## src/frame_rotate_vector_slew_limiter_unit_defines.svh

```systemverilog
// assertion macros shared by the slew limiter modules
`ifndef FRAME_ROTATE_VECTOR_SLEW_LIMITER_UNIT_DEFINES_SVH
`define FRAME_ROTATE_VECTOR_SLEW_LIMITER_UNIT_DEFINES_SVH

// plain property check on the rising clock edge, off during reset
`define FVSL_ASSERT(name, clk, rst, prop, msg) \
   name: assert property (@(posedge clk) disable iff (rst) (prop)) else $error(msg);

// implication check built on the plain form
`define FVSL_ASSERT_IMP(name, clk, rst, ante, cons, msg) \
   `FVSL_ASSERT(name, clk, rst, (ante) |-> (cons), msg)

`endif

```

## src/fvsl_pkg.sv

```systemverilog
// package: constants, types and helper functions of the slew limiter
`timescale 1ns / 1ps
package fvsl_pkg;

   localparam int FRAC_BITS_DEF = 8;
   localparam int STEP_RESET_MULT = 3;
   localparam int CORDIC_STAGES = 16;
   localparam int GUARD_BITS = 14;
   localparam int INV_GAIN = 39797;

   localparam int VW = 16;   // velocity field width
   localparam int MW = 15;   // max step width
   localparam int CW = 33;   // cordic x/y width
   localparam int ZW = 18;   // cordic angle width
   localparam int RW = 20;   // rotated value and difference width
   localparam int SW = 40;   // squared length width
   localparam int QW = 28;   // root / quotient register width
   localparam int OPW = 56;  // root radicand width
   localparam int DW = 44;   // remainder and numerator width
   localparam int AW = 34;   // multiplier operand a
   localparam int BW = 21;   // multiplier operand b
   localparam int PW = AW + BW;
   localparam int ROOT_ITER = 28;
   localparam int DIV_ITER = 16;

   typedef enum logic {
      RD_ROOT,
      RD_DIV
   } rd_mode_type;

   typedef struct packed {
      logic        start;
      rd_mode_type mode;
   } rd_cmd_type;

   typedef struct packed {
      logic busy;
      logic done;
   } rd_status_type;

   typedef enum logic [4:0] {
      ST_IDLE,
      ST_CORDIC,
      ST_MUL_X,
      ST_MUL_Y,
      ST_DIFF,
      ST_SQ_X,
      ST_SQ_Y,
      ST_SUM,
      ST_DECIDE,
      ST_ROOT_GO,
      ST_ROOT_WAIT,
      ST_MX,
      ST_DIVX_GO,
      ST_DIVX_WAIT,
      ST_MY,
      ST_DIVY_GO,
      ST_DIVY_WAIT,
      ST_UPDATE
   } fvsl_state_type;

   // arctangent of 2^-i in binary-angle units
   function automatic logic [13:0] atan_val(input logic [3:0] idx);
      logic [13:0] v;
      case (idx)
         4'd0:    v = 14'd8192;
         4'd1:    v = 14'd4836;
         4'd2:    v = 14'd2555;
         4'd3:    v = 14'd1297;
         4'd4:    v = 14'd651;
         4'd5:    v = 14'd326;
         4'd6:    v = 14'd163;
         4'd7:    v = 14'd81;
         4'd8:    v = 14'd41;
         4'd9:    v = 14'd20;
         4'd10:   v = 14'd10;
         4'd11:   v = 14'd5;
         4'd12:   v = 14'd3;
         4'd13:   v = 14'd1;
         4'd14:   v = 14'd1;
         default: v = 14'd0;
      endcase
      return v;
   endfunction

   function automatic logic signed [VW-1:0] sat16(input logic signed [RW:0] v);
      logic signed [VW-1:0] r;
      if (v > 21'sd32767) begin
         r = 16'sd32767;
      end else if (v < -21'sd32768) begin
         r = -16'sd32768;
      end else begin
         r = v[VW-1:0];
      end
      return r;
   endfunction

endpackage

```

## src/fvsl_cordic.sv

```systemverilog
// iterative cordic rotating the command vector by minus the heading
`timescale 1ns / 1ps
`include "frame_rotate_vector_slew_limiter_unit_defines.svh"
module fvsl_cordic (
   input  logic                                clock,
   input  logic                                reset,
   input  logic                                start,
   input  logic signed [fvsl_pkg::VW-1:0]      vel_x,
   input  logic signed [fvsl_pkg::VW-1:0]      vel_y,
   input  logic        [fvsl_pkg::VW-1:0]      heading,
   output logic                                done,
   output logic signed [fvsl_pkg::CW-1:0]      x_out,
   output logic signed [fvsl_pkg::CW-1:0]      y_out
);

   logic                               run_ff, run_in;
   logic                               done_ff, done_in;
   logic [3:0]                         cnt_ff, cnt_in;
   logic signed [fvsl_pkg::CW-1:0]     x_ff, x_in, y_ff, y_in;
   logic signed [fvsl_pkg::ZW-1:0]     z_ff, z_in;

   logic        [fvsl_pkg::VW-1:0]     ang;
   logic signed [fvsl_pkg::ZW-1:0]     z0;
   logic signed [fvsl_pkg::CW-1:0]     x0, y0, xs, ys;
   logic signed [fvsl_pkg::ZW-1:0]     at;

   always_comb begin
      ang = 16'(17'd0 - {1'b0, heading});
      z0  = {{2{ang[15]}}, ang};
      x0  = {{3{vel_x[15]}}, vel_x, 14'd0};
      y0  = {{3{vel_y[15]}}, vel_y, 14'd0};
      xs  = x_ff >>> cnt_ff;
      ys  = y_ff >>> cnt_ff;
      at  = {4'd0, fvsl_pkg::atan_val(cnt_ff)};
      run_in  = run_ff;
      done_in = 1'b0;
      cnt_in  = cnt_ff;
      x_in    = x_ff;
      y_in    = y_ff;
      z_in    = z_ff;
      if (start) begin
         run_in = 1'b1;
         cnt_in = '0;
         // fold the angle into the half turn the iterations converge on
         if (z0 > 18'sd16384) begin
            x_in = -x0;
            y_in = -y0;
            z_in = z0 - 18'sd32768;
         end else if (z0 < -18'sd16384) begin
            x_in = -x0;
            y_in = -y0;
            z_in = z0 + 18'sd32768;
         end else begin
            x_in = x0;
            y_in = y0;
            z_in = z0;
         end
      end else if (run_ff) begin
         if (z_ff >= 0) begin
            x_in = x_ff - ys;
            y_in = y_ff + xs;
            z_in = z_ff - at;
         end else begin
            x_in = x_ff + ys;
            y_in = y_ff - xs;
            z_in = z_ff + at;
         end
         cnt_in = cnt_ff + 4'd1;
         if (cnt_ff == 4'(fvsl_pkg::CORDIC_STAGES - 1)) begin
            run_in  = 1'b0;
            done_in = 1'b1;
         end
      end
   end

   always_ff @(posedge clock) begin
      if (reset) begin
         run_ff  <= 1'b0;
         done_ff <= 1'b0;
         cnt_ff  <= '0;
      end else begin
         run_ff  <= run_in;
         done_ff <= done_in;
         cnt_ff  <= cnt_in;
      end
      x_ff <= x_in;
      y_ff <= y_in;
      z_ff <= z_in;
   end

   assign done  = done_ff;
   assign x_out = x_ff;
   assign y_out = y_ff;

   `FVSL_ASSERT_IMP(a_z_bounded, clock, reset, run_ff && !start, (z_ff <= 18'sd24576) && (z_ff >= -18'sd24576), "cordic angle out of range")

endmodule

```

## src/fvsl_root_div.sv

```systemverilog
// shared compare and subtract unit: bitwise square root and long division
`timescale 1ns / 1ps
`include "frame_rotate_vector_slew_limiter_unit_defines.svh"
module fvsl_root_div (
   input  logic                           clock,
   input  logic                           reset,
   input  fvsl_pkg::rd_cmd_type           cmd,
   input  logic [fvsl_pkg::OPW-1:0]       opa,
   input  logic [fvsl_pkg::QW-1:0]        opb,
   output fvsl_pkg::rd_status_type        status,
   output logic [fvsl_pkg::QW-1:0]        result
);

   logic                          busy_ff, busy_in;
   logic                          done_ff, done_in;
   fvsl_pkg::rd_mode_type         mode_ff, mode_in;
   logic [4:0]                    cnt_ff, cnt_in;
   logic [fvsl_pkg::DW-1:0]       rem_ff, rem_in;
   logic [fvsl_pkg::DW-1:0]       den_ff, den_in;
   logic [fvsl_pkg::OPW-1:0]      rad_ff, rad_in;
   logic [fvsl_pkg::QW-1:0]       q_ff, q_in;

   logic [fvsl_pkg::DW-1:0]       cand, trial;
   logic                          ge;

   always_comb begin
      if (mode_ff == fvsl_pkg::RD_ROOT) begin
         cand  = {rem_ff[fvsl_pkg::DW-3:0], rad_ff[fvsl_pkg::OPW-1 -: 2]};
         trial = {14'd0, q_ff, 2'b01};
      end else begin
         cand  = rem_ff;
         trial = den_ff;
      end
      ge = (cand >= trial);

      busy_in = busy_ff;
      done_in = 1'b0;
      mode_in = mode_ff;
      cnt_in  = cnt_ff;
      rem_in  = rem_ff;
      den_in  = den_ff;
      rad_in  = rad_ff;
      q_in    = q_ff;
      if (cmd.start) begin
         busy_in = 1'b1;
         mode_in = cmd.mode;
         q_in    = '0;
         rad_in  = opa;
         if (cmd.mode == fvsl_pkg::RD_ROOT) begin
            rem_in = '0;
            cnt_in = 5'(fvsl_pkg::ROOT_ITER - 1);
         end else begin
            rem_in = opa[fvsl_pkg::DW-1:0];
            cnt_in = 5'(fvsl_pkg::DIV_ITER - 1);
         end
         // divisor starts aligned with the top quotient bit
         den_in = {1'b0, opb, 15'd0};
      end else if (busy_ff) begin
         rem_in = ge ? (cand - trial) : cand;
         q_in   = {q_ff[fvsl_pkg::QW-2:0], ge};
         rad_in = {rad_ff[fvsl_pkg::OPW-3:0], 2'b00};
         den_in = {1'b0, den_ff[fvsl_pkg::DW-1:1]};
         cnt_in = cnt_ff - 5'd1;
         if (cnt_ff == 5'd0) begin
            busy_in = 1'b0;
            done_in = 1'b1;
         end
      end
   end

   always_ff @(posedge clock) begin
      if (reset) begin
         busy_ff <= 1'b0;
         done_ff <= 1'b0;
         mode_ff <= fvsl_pkg::RD_ROOT;
         cnt_ff  <= '0;
      end else begin
         busy_ff <= busy_in;
         done_ff <= done_in;
         mode_ff <= mode_in;
         cnt_ff  <= cnt_in;
      end
      rem_ff <= rem_in;
      den_ff <= den_in;
      rad_ff <= rad_in;
      q_ff   <= q_in;
   end

   assign status.busy = busy_ff;
   assign status.done = done_ff;
   assign result      = q_ff;

   `FVSL_ASSERT_IMP(a_done_idle, clock, reset, done_ff, !busy_ff, "done raised while still iterating")

endmodule

```

## src/frame_rotate_vector_slew_limiter_unit.sv

```systemverilog
// top level: sequencer, shared multiplier and state of the slew limiter
//
//  channel   ports                          direction
//  request   req_valid / req_stall, fields  in
//  response  rsp_valid / rsp_stall, fields  out
//  csr       csr_wr_en, csr_wr_data         in
//
// one item at a time; a step within the limit goes straight to update, a step
// that has to be scaled also runs the 28-step square root and two 16-step
// divisions on the shared unit, after the 16 cordic iterations of every item.
// reset clears the stored velocity and sets max step to three.
// the next item is taken once the result sits in the output register;
// a result waiting on rsp_stall holds the following item in its update state.
`timescale 1ns / 1ps
`include "frame_rotate_vector_slew_limiter_unit_defines.svh"
module frame_rotate_vector_slew_limiter_unit #(
   parameter int FRAC_BITS = fvsl_pkg::FRAC_BITS_DEF
) (
   input  logic                              clock,
   input  logic                              reset,
   input  logic                              req_valid,
   output logic                              req_stall,
   input  logic signed [fvsl_pkg::VW-1:0]    req_vel_x_world,
   input  logic signed [fvsl_pkg::VW-1:0]    req_vel_y_world,
   input  logic signed [fvsl_pkg::VW-1:0]    req_ang_rate,
   input  logic        [fvsl_pkg::VW-1:0]    req_heading,
   output logic                              rsp_valid,
   input  logic                              rsp_stall,
   output logic signed [fvsl_pkg::VW-1:0]    rsp_vel_x_out,
   output logic signed [fvsl_pkg::VW-1:0]    rsp_vel_y_out,
   output logic signed [fvsl_pkg::VW-1:0]    rsp_ang_rate_out,
   input  logic                              csr_wr_en,
   input  logic        [fvsl_pkg::MW-1:0]    csr_wr_data
);

   localparam int STEP_RESET_WIDE = fvsl_pkg::STEP_RESET_MULT << FRAC_BITS;
   localparam logic [fvsl_pkg::MW-1:0] STEP_RESET = STEP_RESET_WIDE[fvsl_pkg::MW-1:0];

   fvsl_pkg::fvsl_state_type state_ff, state_in;

   logic [fvsl_pkg::MW-1:0]             max_step_ff, max_step_in;
   logic signed [fvsl_pkg::VW-1:0]      last_x_ff, last_x_in, last_y_ff, last_y_in;
   logic signed [fvsl_pkg::VW-1:0]      rate_ff;
   logic signed [fvsl_pkg::PW-1:0]      prod_ff;
   logic signed [fvsl_pkg::RW-1:0]      rx_ff, ry_ff, dx_ff, dy_ff;
   logic [fvsl_pkg::SW-1:0]             r2_ff;
   logic [29:0]                         lim2_ff;
   logic [fvsl_pkg::QW-1:0]             rq_ff;
   logic [15:0]                         qx_ff, qy_ff;
   logic                                rsp_valid_ff, rsp_valid_in;
   logic signed [fvsl_pkg::VW-1:0]      out_x_ff, out_y_ff, out_rate_ff;

   logic                                accept, out_free;
   logic                                cordic_done;
   logic signed [fvsl_pkg::CW-1:0]      cx, cy;
   fvsl_pkg::rd_cmd_type                rd_cmd;
   fvsl_pkg::rd_status_type             rd_status;
   logic [fvsl_pkg::OPW-1:0]            rd_opa;
   logic [fvsl_pkg::QW-1:0]             rd_result;
   logic signed [fvsl_pkg::AW-1:0]      mul_a;
   logic signed [fvsl_pkg::BW-1:0]      mul_b;
   logic signed [fvsl_pkg::PW-1:0]      rnd;
   logic signed [fvsl_pkg::RW-1:0]      rnd_val;
   logic [fvsl_pkg::RW-1:0]             abs_dx, abs_dy;
   logic [fvsl_pkg::DW-1:0]             num;
   logic signed [fvsl_pkg::RW:0]        step_x, step_y, nx, ny;

   function automatic logic [fvsl_pkg::RW-1:0] RW_NEG(input logic [fvsl_pkg::RW-1:0] v);
      return fvsl_pkg::RW'(~v + 1'b1);
   endfunction

   assign accept   = req_valid && !req_stall;
   assign out_free = !rsp_valid_ff || !rsp_stall;

   fvsl_cordic u_cordic (
      .clock   (clock),
      .reset   (reset),
      .start   (accept),
      .vel_x   (req_vel_x_world),
      .vel_y   (req_vel_y_world),
      .heading (req_heading),
      .done    (cordic_done),
      .x_out   (cx),
      .y_out   (cy)
   );

   fvsl_root_div u_root_div (
      .clock  (clock),
      .reset  (reset),
      .cmd    (rd_cmd),
      .opa    (rd_opa),
      .opb    (rq_ff),
      .status (rd_status),
      .result (rd_result)
   );

   // next state
   always_comb begin
      state_in = state_ff;
      case (state_ff)
         fvsl_pkg::ST_IDLE:      if (accept) state_in = fvsl_pkg::ST_CORDIC;
         fvsl_pkg::ST_CORDIC:    if (cordic_done) state_in = fvsl_pkg::ST_MUL_X;
         fvsl_pkg::ST_MUL_X:     state_in = fvsl_pkg::ST_MUL_Y;
         fvsl_pkg::ST_MUL_Y:     state_in = fvsl_pkg::ST_DIFF;
         fvsl_pkg::ST_DIFF:      state_in = fvsl_pkg::ST_SQ_X;
         fvsl_pkg::ST_SQ_X:      state_in = fvsl_pkg::ST_SQ_Y;
         fvsl_pkg::ST_SQ_Y:      state_in = fvsl_pkg::ST_SUM;
         fvsl_pkg::ST_SUM:       state_in = fvsl_pkg::ST_DECIDE;
         fvsl_pkg::ST_DECIDE: begin
            if (r2_ff > {10'd0, lim2_ff}) begin
               state_in = fvsl_pkg::ST_ROOT_GO;
            end else begin
               state_in = fvsl_pkg::ST_UPDATE;
            end
         end
         fvsl_pkg::ST_ROOT_GO:   state_in = fvsl_pkg::ST_ROOT_WAIT;
         fvsl_pkg::ST_ROOT_WAIT: if (rd_status.done) state_in = fvsl_pkg::ST_MX;
         fvsl_pkg::ST_MX:        state_in = fvsl_pkg::ST_DIVX_GO;
         fvsl_pkg::ST_DIVX_GO:   state_in = fvsl_pkg::ST_DIVX_WAIT;
         fvsl_pkg::ST_DIVX_WAIT: if (rd_status.done) state_in = fvsl_pkg::ST_MY;
         fvsl_pkg::ST_MY:        state_in = fvsl_pkg::ST_DIVY_GO;
         fvsl_pkg::ST_DIVY_GO:   state_in = fvsl_pkg::ST_DIVY_WAIT;
         fvsl_pkg::ST_DIVY_WAIT: if (rd_status.done) state_in = fvsl_pkg::ST_UPDATE;
         fvsl_pkg::ST_UPDATE:    if (out_free) state_in = fvsl_pkg::ST_IDLE;
         default:                state_in = fvsl_pkg::ST_IDLE;
      endcase
   end

   // control outputs: multiplier operands and shared unit commands
   always_comb begin
      abs_dx = dx_ff[fvsl_pkg::RW-1] ? RW_NEG(dx_ff) : dx_ff;
      abs_dy = dy_ff[fvsl_pkg::RW-1] ? RW_NEG(dy_ff) : dy_ff;
      mul_a  = '0;
      mul_b  = '0;
      rd_cmd.start = 1'b0;
      rd_cmd.mode  = fvsl_pkg::RD_ROOT;
      num    = {prod_ff[35:0], 8'd0} + {17'd0, rq_ff[fvsl_pkg::QW-1:1]};
      rd_opa = {r2_ff, 16'd0};
      case (state_ff)
         fvsl_pkg::ST_MUL_X: begin
            mul_a = {cx[fvsl_pkg::CW-1], cx};
            mul_b = 21'(fvsl_pkg::INV_GAIN);
         end
         fvsl_pkg::ST_MUL_Y: begin
            mul_a = {cy[fvsl_pkg::CW-1], cy};
            mul_b = 21'(fvsl_pkg::INV_GAIN);
         end
         fvsl_pkg::ST_DIFF: begin
            mul_a = {19'd0, max_step_ff};
            mul_b = {6'd0, max_step_ff};
         end
         fvsl_pkg::ST_SQ_X: begin
            mul_a = {{14{dx_ff[fvsl_pkg::RW-1]}}, dx_ff};
            mul_b = {dx_ff[fvsl_pkg::RW-1], dx_ff};
         end
         fvsl_pkg::ST_SQ_Y: begin
            mul_a = {{14{dy_ff[fvsl_pkg::RW-1]}}, dy_ff};
            mul_b = {dy_ff[fvsl_pkg::RW-1], dy_ff};
         end
         fvsl_pkg::ST_ROOT_GO: begin
            rd_cmd.start = 1'b1;
            rd_cmd.mode  = fvsl_pkg::RD_ROOT;
         end
         fvsl_pkg::ST_MX: begin
            mul_a = {14'd0, abs_dx};
            mul_b = {6'd0, max_step_ff};
         end
         fvsl_pkg::ST_MY: begin
            mul_a = {14'd0, abs_dy};
            mul_b = {6'd0, max_step_ff};
         end
         fvsl_pkg::ST_DIVX_GO, fvsl_pkg::ST_DIVY_GO: begin
            rd_cmd.start = 1'b1;
            rd_cmd.mode  = fvsl_pkg::RD_DIV;
            rd_opa       = {12'd0, num};
         end
         default: begin
            mul_a = '0;
         end
      endcase
   end

   // round the gain-corrected product half up down to the velocity format
   always_comb begin
      rnd     = prod_ff + (55'sd1 <<< 29);
      rnd_val = rnd[49:30];
      step_x  = dx_ff[fvsl_pkg::RW-1] ? -$signed({5'd0, qx_ff}) : $signed({5'd0, qx_ff});
      step_y  = dy_ff[fvsl_pkg::RW-1] ? -$signed({5'd0, qy_ff}) : $signed({5'd0, qy_ff});
      if (rq_ff != '0 && r2_ff > {10'd0, lim2_ff}) begin
         nx = {{5{last_x_ff[15]}}, last_x_ff} + step_x;
         ny = {{5{last_y_ff[15]}}, last_y_ff} + step_y;
      end else begin
         nx = {rx_ff[fvsl_pkg::RW-1], rx_ff};
         ny = {ry_ff[fvsl_pkg::RW-1], ry_ff};
      end
      last_x_in = last_x_ff;
      last_y_in = last_y_ff;
      if (state_ff == fvsl_pkg::ST_UPDATE && out_free) begin
         last_x_in = fvsl_pkg::sat16(nx);
         last_y_in = fvsl_pkg::sat16(ny);
      end
      max_step_in  = csr_wr_en ? csr_wr_data : max_step_ff;
      rsp_valid_in = rsp_valid_ff && rsp_stall;
      if (state_ff == fvsl_pkg::ST_UPDATE && out_free) begin
         rsp_valid_in = 1'b1;
      end
   end

   always_ff @(posedge clock) begin
      if (reset) begin
         state_ff     <= fvsl_pkg::ST_IDLE;
         max_step_ff  <= STEP_RESET;
         last_x_ff    <= '0;
         last_y_ff    <= '0;
         rsp_valid_ff <= 1'b0;
         rq_ff        <= '0;
      end else begin
         state_ff     <= state_in;
         max_step_ff  <= max_step_in;
         last_x_ff    <= last_x_in;
         last_y_ff    <= last_y_in;
         rsp_valid_ff <= rsp_valid_in;
         if (state_ff == fvsl_pkg::ST_DIFF) begin
            rq_ff <= '0;
         end else if (state_ff == fvsl_pkg::ST_ROOT_WAIT && rd_status.done) begin
            rq_ff <= rd_result;
         end
      end
      prod_ff <= mul_a * mul_b;
      if (accept) begin
         rate_ff <= req_ang_rate;
      end
      if (state_ff == fvsl_pkg::ST_MUL_Y) begin
         rx_ff <= rnd_val;
         dx_ff <= rnd_val - {{4{last_x_ff[15]}}, last_x_ff};
      end
      if (state_ff == fvsl_pkg::ST_DIFF) begin
         ry_ff <= rnd_val;
         dy_ff <= rnd_val - {{4{last_y_ff[15]}}, last_y_ff};
      end
      if (state_ff == fvsl_pkg::ST_SQ_X) begin
         lim2_ff <= prod_ff[29:0];
      end
      if (state_ff == fvsl_pkg::ST_SQ_Y) begin
         r2_ff <= prod_ff[fvsl_pkg::SW-1:0];
      end
      if (state_ff == fvsl_pkg::ST_SUM) begin
         r2_ff <= r2_ff + prod_ff[fvsl_pkg::SW-1:0];
      end
      if (state_ff == fvsl_pkg::ST_DIVX_WAIT && rd_status.done) begin
         qx_ff <= rd_result[15:0];
      end
      if (state_ff == fvsl_pkg::ST_DIVY_WAIT && rd_status.done) begin
         qy_ff <= rd_result[15:0];
      end
      if (state_ff == fvsl_pkg::ST_UPDATE && out_free) begin
         out_x_ff    <= fvsl_pkg::sat16(nx);
         out_y_ff    <= fvsl_pkg::sat16(ny);
         out_rate_ff <= rate_ff;
      end
   end

   assign req_stall        = (state_ff != fvsl_pkg::ST_IDLE);
   assign rsp_valid        = rsp_valid_ff;
   assign rsp_vel_x_out    = out_x_ff;
   assign rsp_vel_y_out    = out_y_ff;
   assign rsp_ang_rate_out = out_rate_ff;

   `FVSL_ASSERT_IMP(a_quot_fits, clock, reset, rd_status.done && (state_ff == fvsl_pkg::ST_DIVX_WAIT || state_ff == fvsl_pkg::ST_DIVY_WAIT), rd_result[fvsl_pkg::QW-1:16] == '0, "scaled step quotient overflow")
   `FVSL_ASSERT(a_state_upd, clock, reset, $stable(last_x_ff) || $past(reset) || $past(state_ff == fvsl_pkg::ST_UPDATE), "stored velocity changed outside update")
   `FVSL_ASSERT_IMP(a_root_nonzero, clock, reset, state_ff == fvsl_pkg::ST_MX, rq_ff != '0, "limited path with zero root")

endmodule
```

## config.mk

```make
export PLATFORM = sky130hd
export DESIGN_NAME = frame_rotate_vector_slew_limiter_unit
export DESIGN_NICKNAME = d
export VERILOG_FILES = /design/src/fvsl_pkg.sv /design/src/fvsl_cordic.sv /design/src/fvsl_root_div.sv /design/src/frame_rotate_vector_slew_limiter_unit.sv
export VERILOG_INCLUDE_DIRS = /design/src /design/src/src
export SDC_FILE = /design/constraint.sdc
export NUM_CORES = 2
export LEC_CHECK = 0
export BUFFER_PORTS_ARGS = -buffer_cell sky130_fd_sc_hd__buf_2
export CORE_ASPECT_RATIO = 0.8
export CORE_UTILIZATION = 25
export CTS_CLUSTER_SIZE = 14
export DETAILED_ROUTE_END_ITERATION = 8
export PLACE_DENSITY_LB_ADDON = 0.15
export SLEW_MARGIN = 20
export SYNTH_ARGS = -nofsm -noshare
export SYNTH_HDL_FRONTEND = slang
export SYNTH_SLANG_ARGS = --single-unit
```

## constraint.sdc

```tcl
create_clock -name clock -period 22.3 [get_ports clock]
set_input_delay 4.46 -clock clock [delete_from_list [all_inputs] [get_ports clock]]
set_output_delay 4.46 -clock clock [all_outputs]
set_load 0.02 [all_outputs]
```

==> flow_summary.toml <==
[run_status]
outcome = "finished clean"

[pwr]
p_int_w = 0.003684
p_sw_w = 0.002650
leakage_nw = 33.49
seq_power_share_pct = 27.9
swShare_pct = 41.84
p_comb_share_pct = 48.8
powerDensity_nw_per_um2 = 81.31
clkPwrFrac_pct = 23.3
finalPower_w = 0.006334
peakVddDrop_v = 0.00006689

[timing]
fin_crit_sh_pct = 49.46
hold_viol = 0
fin_skew_ns = 0.08702
min_period_ns = 11.03
setup_viol = 0
max_freq_mhz = 90.67
drv_slew = 0
fin_setup_tns_ns = 0
tightest_slew_ns = 1.082
rsz0062_at_grt = "false"
relSlewSlack_pct = 27.69

[layout]
drive_gt1_share_pct = 7.727
regArea_um2 = 17810
area_growth_syn_to_layout_pct = 11.39
nets = 8842
multi_input_area_um2 = 47150
fill_cells = 29591

[logic_synthesis]
ys_ff_latch = 660
synthDistinctLibCells = 93
async_reset_ff_share_pct = 0
avgSynthCellArea_um2 = 9.131
syn_area_um2 = 69940
synth_cells = 7659
yosys_warnings = 0
yosys.area.top_type = "edfxtp_1"
synthFlopType = "edfxtp_1"
synth-edff-count = 458
synthTopCellsByArea = "edfxtp_1 (20%), fa_1 (19%), ha_1 (7.9%)"
synth_top_area_share_pct = 19.67
seq_area_frac_synth_pct = 25.45

[route]
routed_wl_mm = 254.5
vias = 55784
drtIter0Drc = 4507
ant_nets = 0
via_per_inst = 4.892
firstDrtPassIters = 7
drc_errors = 0
avgRoutedWirePerCell_um = 22.32

[clocking]
numCtsBuffers = 81
path_clk_slew_ns = 0.06
clockBufferDepth = 3
root_buffer = "clkbuf_16"
cts.htree.levels = 3
cts_tree = "done"
postCtsResizedCells = 0
postCtsSetupRepairBufs = 0
clk_latency_ns = 0.72
clock-sinks = 660
cts_hold_buf = 0

[placement]
gp_congestion = 0.8911
dp_hpwl_mm = 198.8
portBuffers = 133

[setup_path]
critPathBufInv = 5
crit_path_max_fanout = 54
cp-end-kind = "flop"
arrival_ns = 11.60
crit_type = "reg2reg"
start_kind = "flop"
rrSetupSlack_ns = 11.27
reg2reg_from = "state_ff[4]"
reg2reg_depth = 28
critPathTopFamily = "adder cells"
reg2reg_to = "prod_ff[45]"
path_common_cell = "fa_1"
required_ns = 22.87
cpMaxStageDelayCell = "nand3_1"
cpPeakStageDelay_ns = 0.93

[flow_run]
maxCapViolations = 0

[global_route]
antenna_found_initial = 8
grt_first_pass_wirelength_mm = 376.4
gr-total-overflow = 0
grt_usage_pct = 17.92
grt_max_degree = 72
grt_pass1_vias = 55123

[hold_path]
whs_endpoint = "rsp_ang_rate_out[7]"
hold_depth = 0
hp-start = "rate_ff[7]"
hold_class = "reg2reg"

[floorplanning]
die_height_um = 475.1
io_pins = 134
die_w_um = 593.3
die_area_um2 = 281900
core_area_um2 = 277900
placementRows = 173
start_util_pct = 25.16
registers in the layout, indices dropped and copies added (netlist names), 18 cells and up:
| register | flops |
|---|---|
| u_root_div.rad_ff | 56 |
| prod_ff | 50 |
| u_root_div.rem_ff | 44 |
| u_root_div.den_ff | 43 |
| r2_ff | 40 |
| u_cordic.x_out | 33 |
| u_cordic.y_out | 33 |
| lim2_ff | 30 |
| rq_ff | 28 |
| u_root_div.result | 28 |
| dx_ff | 20 |
| dy_ff | 20 |
| rx_ff | 20 |
| ry_ff | 20 |
| u_cordic.z_ff | 18 |
power by group through the flow:
| stage | clock, W | combinational [W] | sequential (W) |
|---|---|---|---|
| global placement | 0 | 0.00303 | 0.00180 |
| floorplan | 0 | 0.00233 | 0.00164 |
| detailed placement | 0 | 0.00304 | 0.00179 |
| global route | 0.00157 | 0.00343 | 0.00178 |
| finish | 0.00148 | 0.00309 | 0.00176 |
| CTS | 0.00153 | 0.00307 | 0.00177 |
layer usage:
metal	vias up	global-route usage, %	routed length [µm]
li1	25974	-	-
met1	28140	27.67	130200
met2	1486	26.12	104500
met3	184	2.934	15830
met4	0	2.877	3990
met5	-	0	0
Yosys cell counts, types with 21 or more instances:
cell,count
or3_1,50
mux2i_1,172
and2_1,94
a211oi_1,56
inv_1,1034
a31oi_1,49
clkbuf_1,277
o21ai_0,360
fa_1,660
xnor2_1,290
buf_1,38
nor2_1,514
xor2_1,190
or4_1,23
nand2_1,1023
a22oi_1,25
nor4_1,44
nor2b_1,55
edfxtp_1,458
o41ai_1,21
nor3_1,108
dfxtp_1,202
o31ai_1,46
a211o_1,27
a21o_1,158
ha_1,441
nand4_1,50
o21a_1,77
and3_1,45
o21bai_1,31
o211ai_1,27
nand3_1,129
mux4_2,73
a21oi_1,370
a221o_1,27
a22o_1,33
mux2_2,70
nand2b_1,56
worst max-delay path by stage:
stage / startpoint / endpoint / slack [ns] / cells past startpoint
3_3_place_gp: state_ff[4] / prod_ff[45] / 11.39 / 28
5_1_grt: state_ff[4] / prod_ff[45] / 10.74 / 28
6_report: state_ff[4] / prod_ff[45] / 11.27 / 28
2_1_floorplan: state_ff[4] / prod_ff[45] / 12.38 / 32
4_1_cts: state_ff[4] / prod_ff[45] / 11.28 / 28
3_5_place_dp: state_ff[4] / prod_ff[45] / 11.29 / 28
cells in the final DEF, fill, tap and decap left out, types with 70 or more instances in the layout:
cell type / count
a21oi_1: 369
a21o_1: 157
ha_1: 441
edfxtp_1: 458
mux2_2: 70
clkbuf_16: 87
nand2_1: 1023
and2_1: 94
mux2i_1: 172
xnor2_1: 289
fa_1: 660
nor3_1: 104
dfxtp_1: 196
mux4_2: 73
o21ai_0: 358
nand3_1: 127
o21a_1: 77
xor2_1: 190
nor2_1: 513
buf_4: 108
inv_1: 1032
buf_2: 133
logic make-up (layout without fill, tap and decap cells):
kind of cell             after synthesis  in the layout  synth area share, %
AO/OA/AOI/OAI                       1453           1453                13.40
buffers and inverters               1373           1432                7.457
multiplexers                         324            324                6.278
other                                  2             12              0.01074
flip-flops                           660            660                25.45
adder cells (fa/ha/maj)             1101           1101                26.78
XOR/XNOR                             480            480                6.011
AND/OR/NAND/NOR                     2266           2266                14.61
area by class of cell:
cell class              count  area share, %
inverters                1039          5.008
diodes                      2       0.006425
repair buffers            241          1.895
flip-flops and latches    660          22.87
clock inverters            36         0.7131
well taps                3675          5.903
multi-input cells        5634          60.52
clock buffers             116          3.089
through the flow:
| stage | hold slack, ns | util, % | cell area, µm² | setup slack (ns) | std cells |
|---|---|---|---|---|---|
| after floorplan | 0.4003 | - | 69970 | 12.38 | 7667 |
| after global placement | 0.4003 | 26.96 | 74920 | 11.39 | 11249 |
| after detailed placement | 0.4045 | 26.96 | 74930 | 11.29 | 11249 |
| after CTS | 0.4192 | 28.02 | 77890 | 11.28 | 11401 |
| after global routing | 0.4311 | 28.03 | 77900 | 10.74 | 11401 |
| final | 0.4190 | 28.03 | 77900 | 11.27 | 11403 |
(Power assumes the default switching activity.)
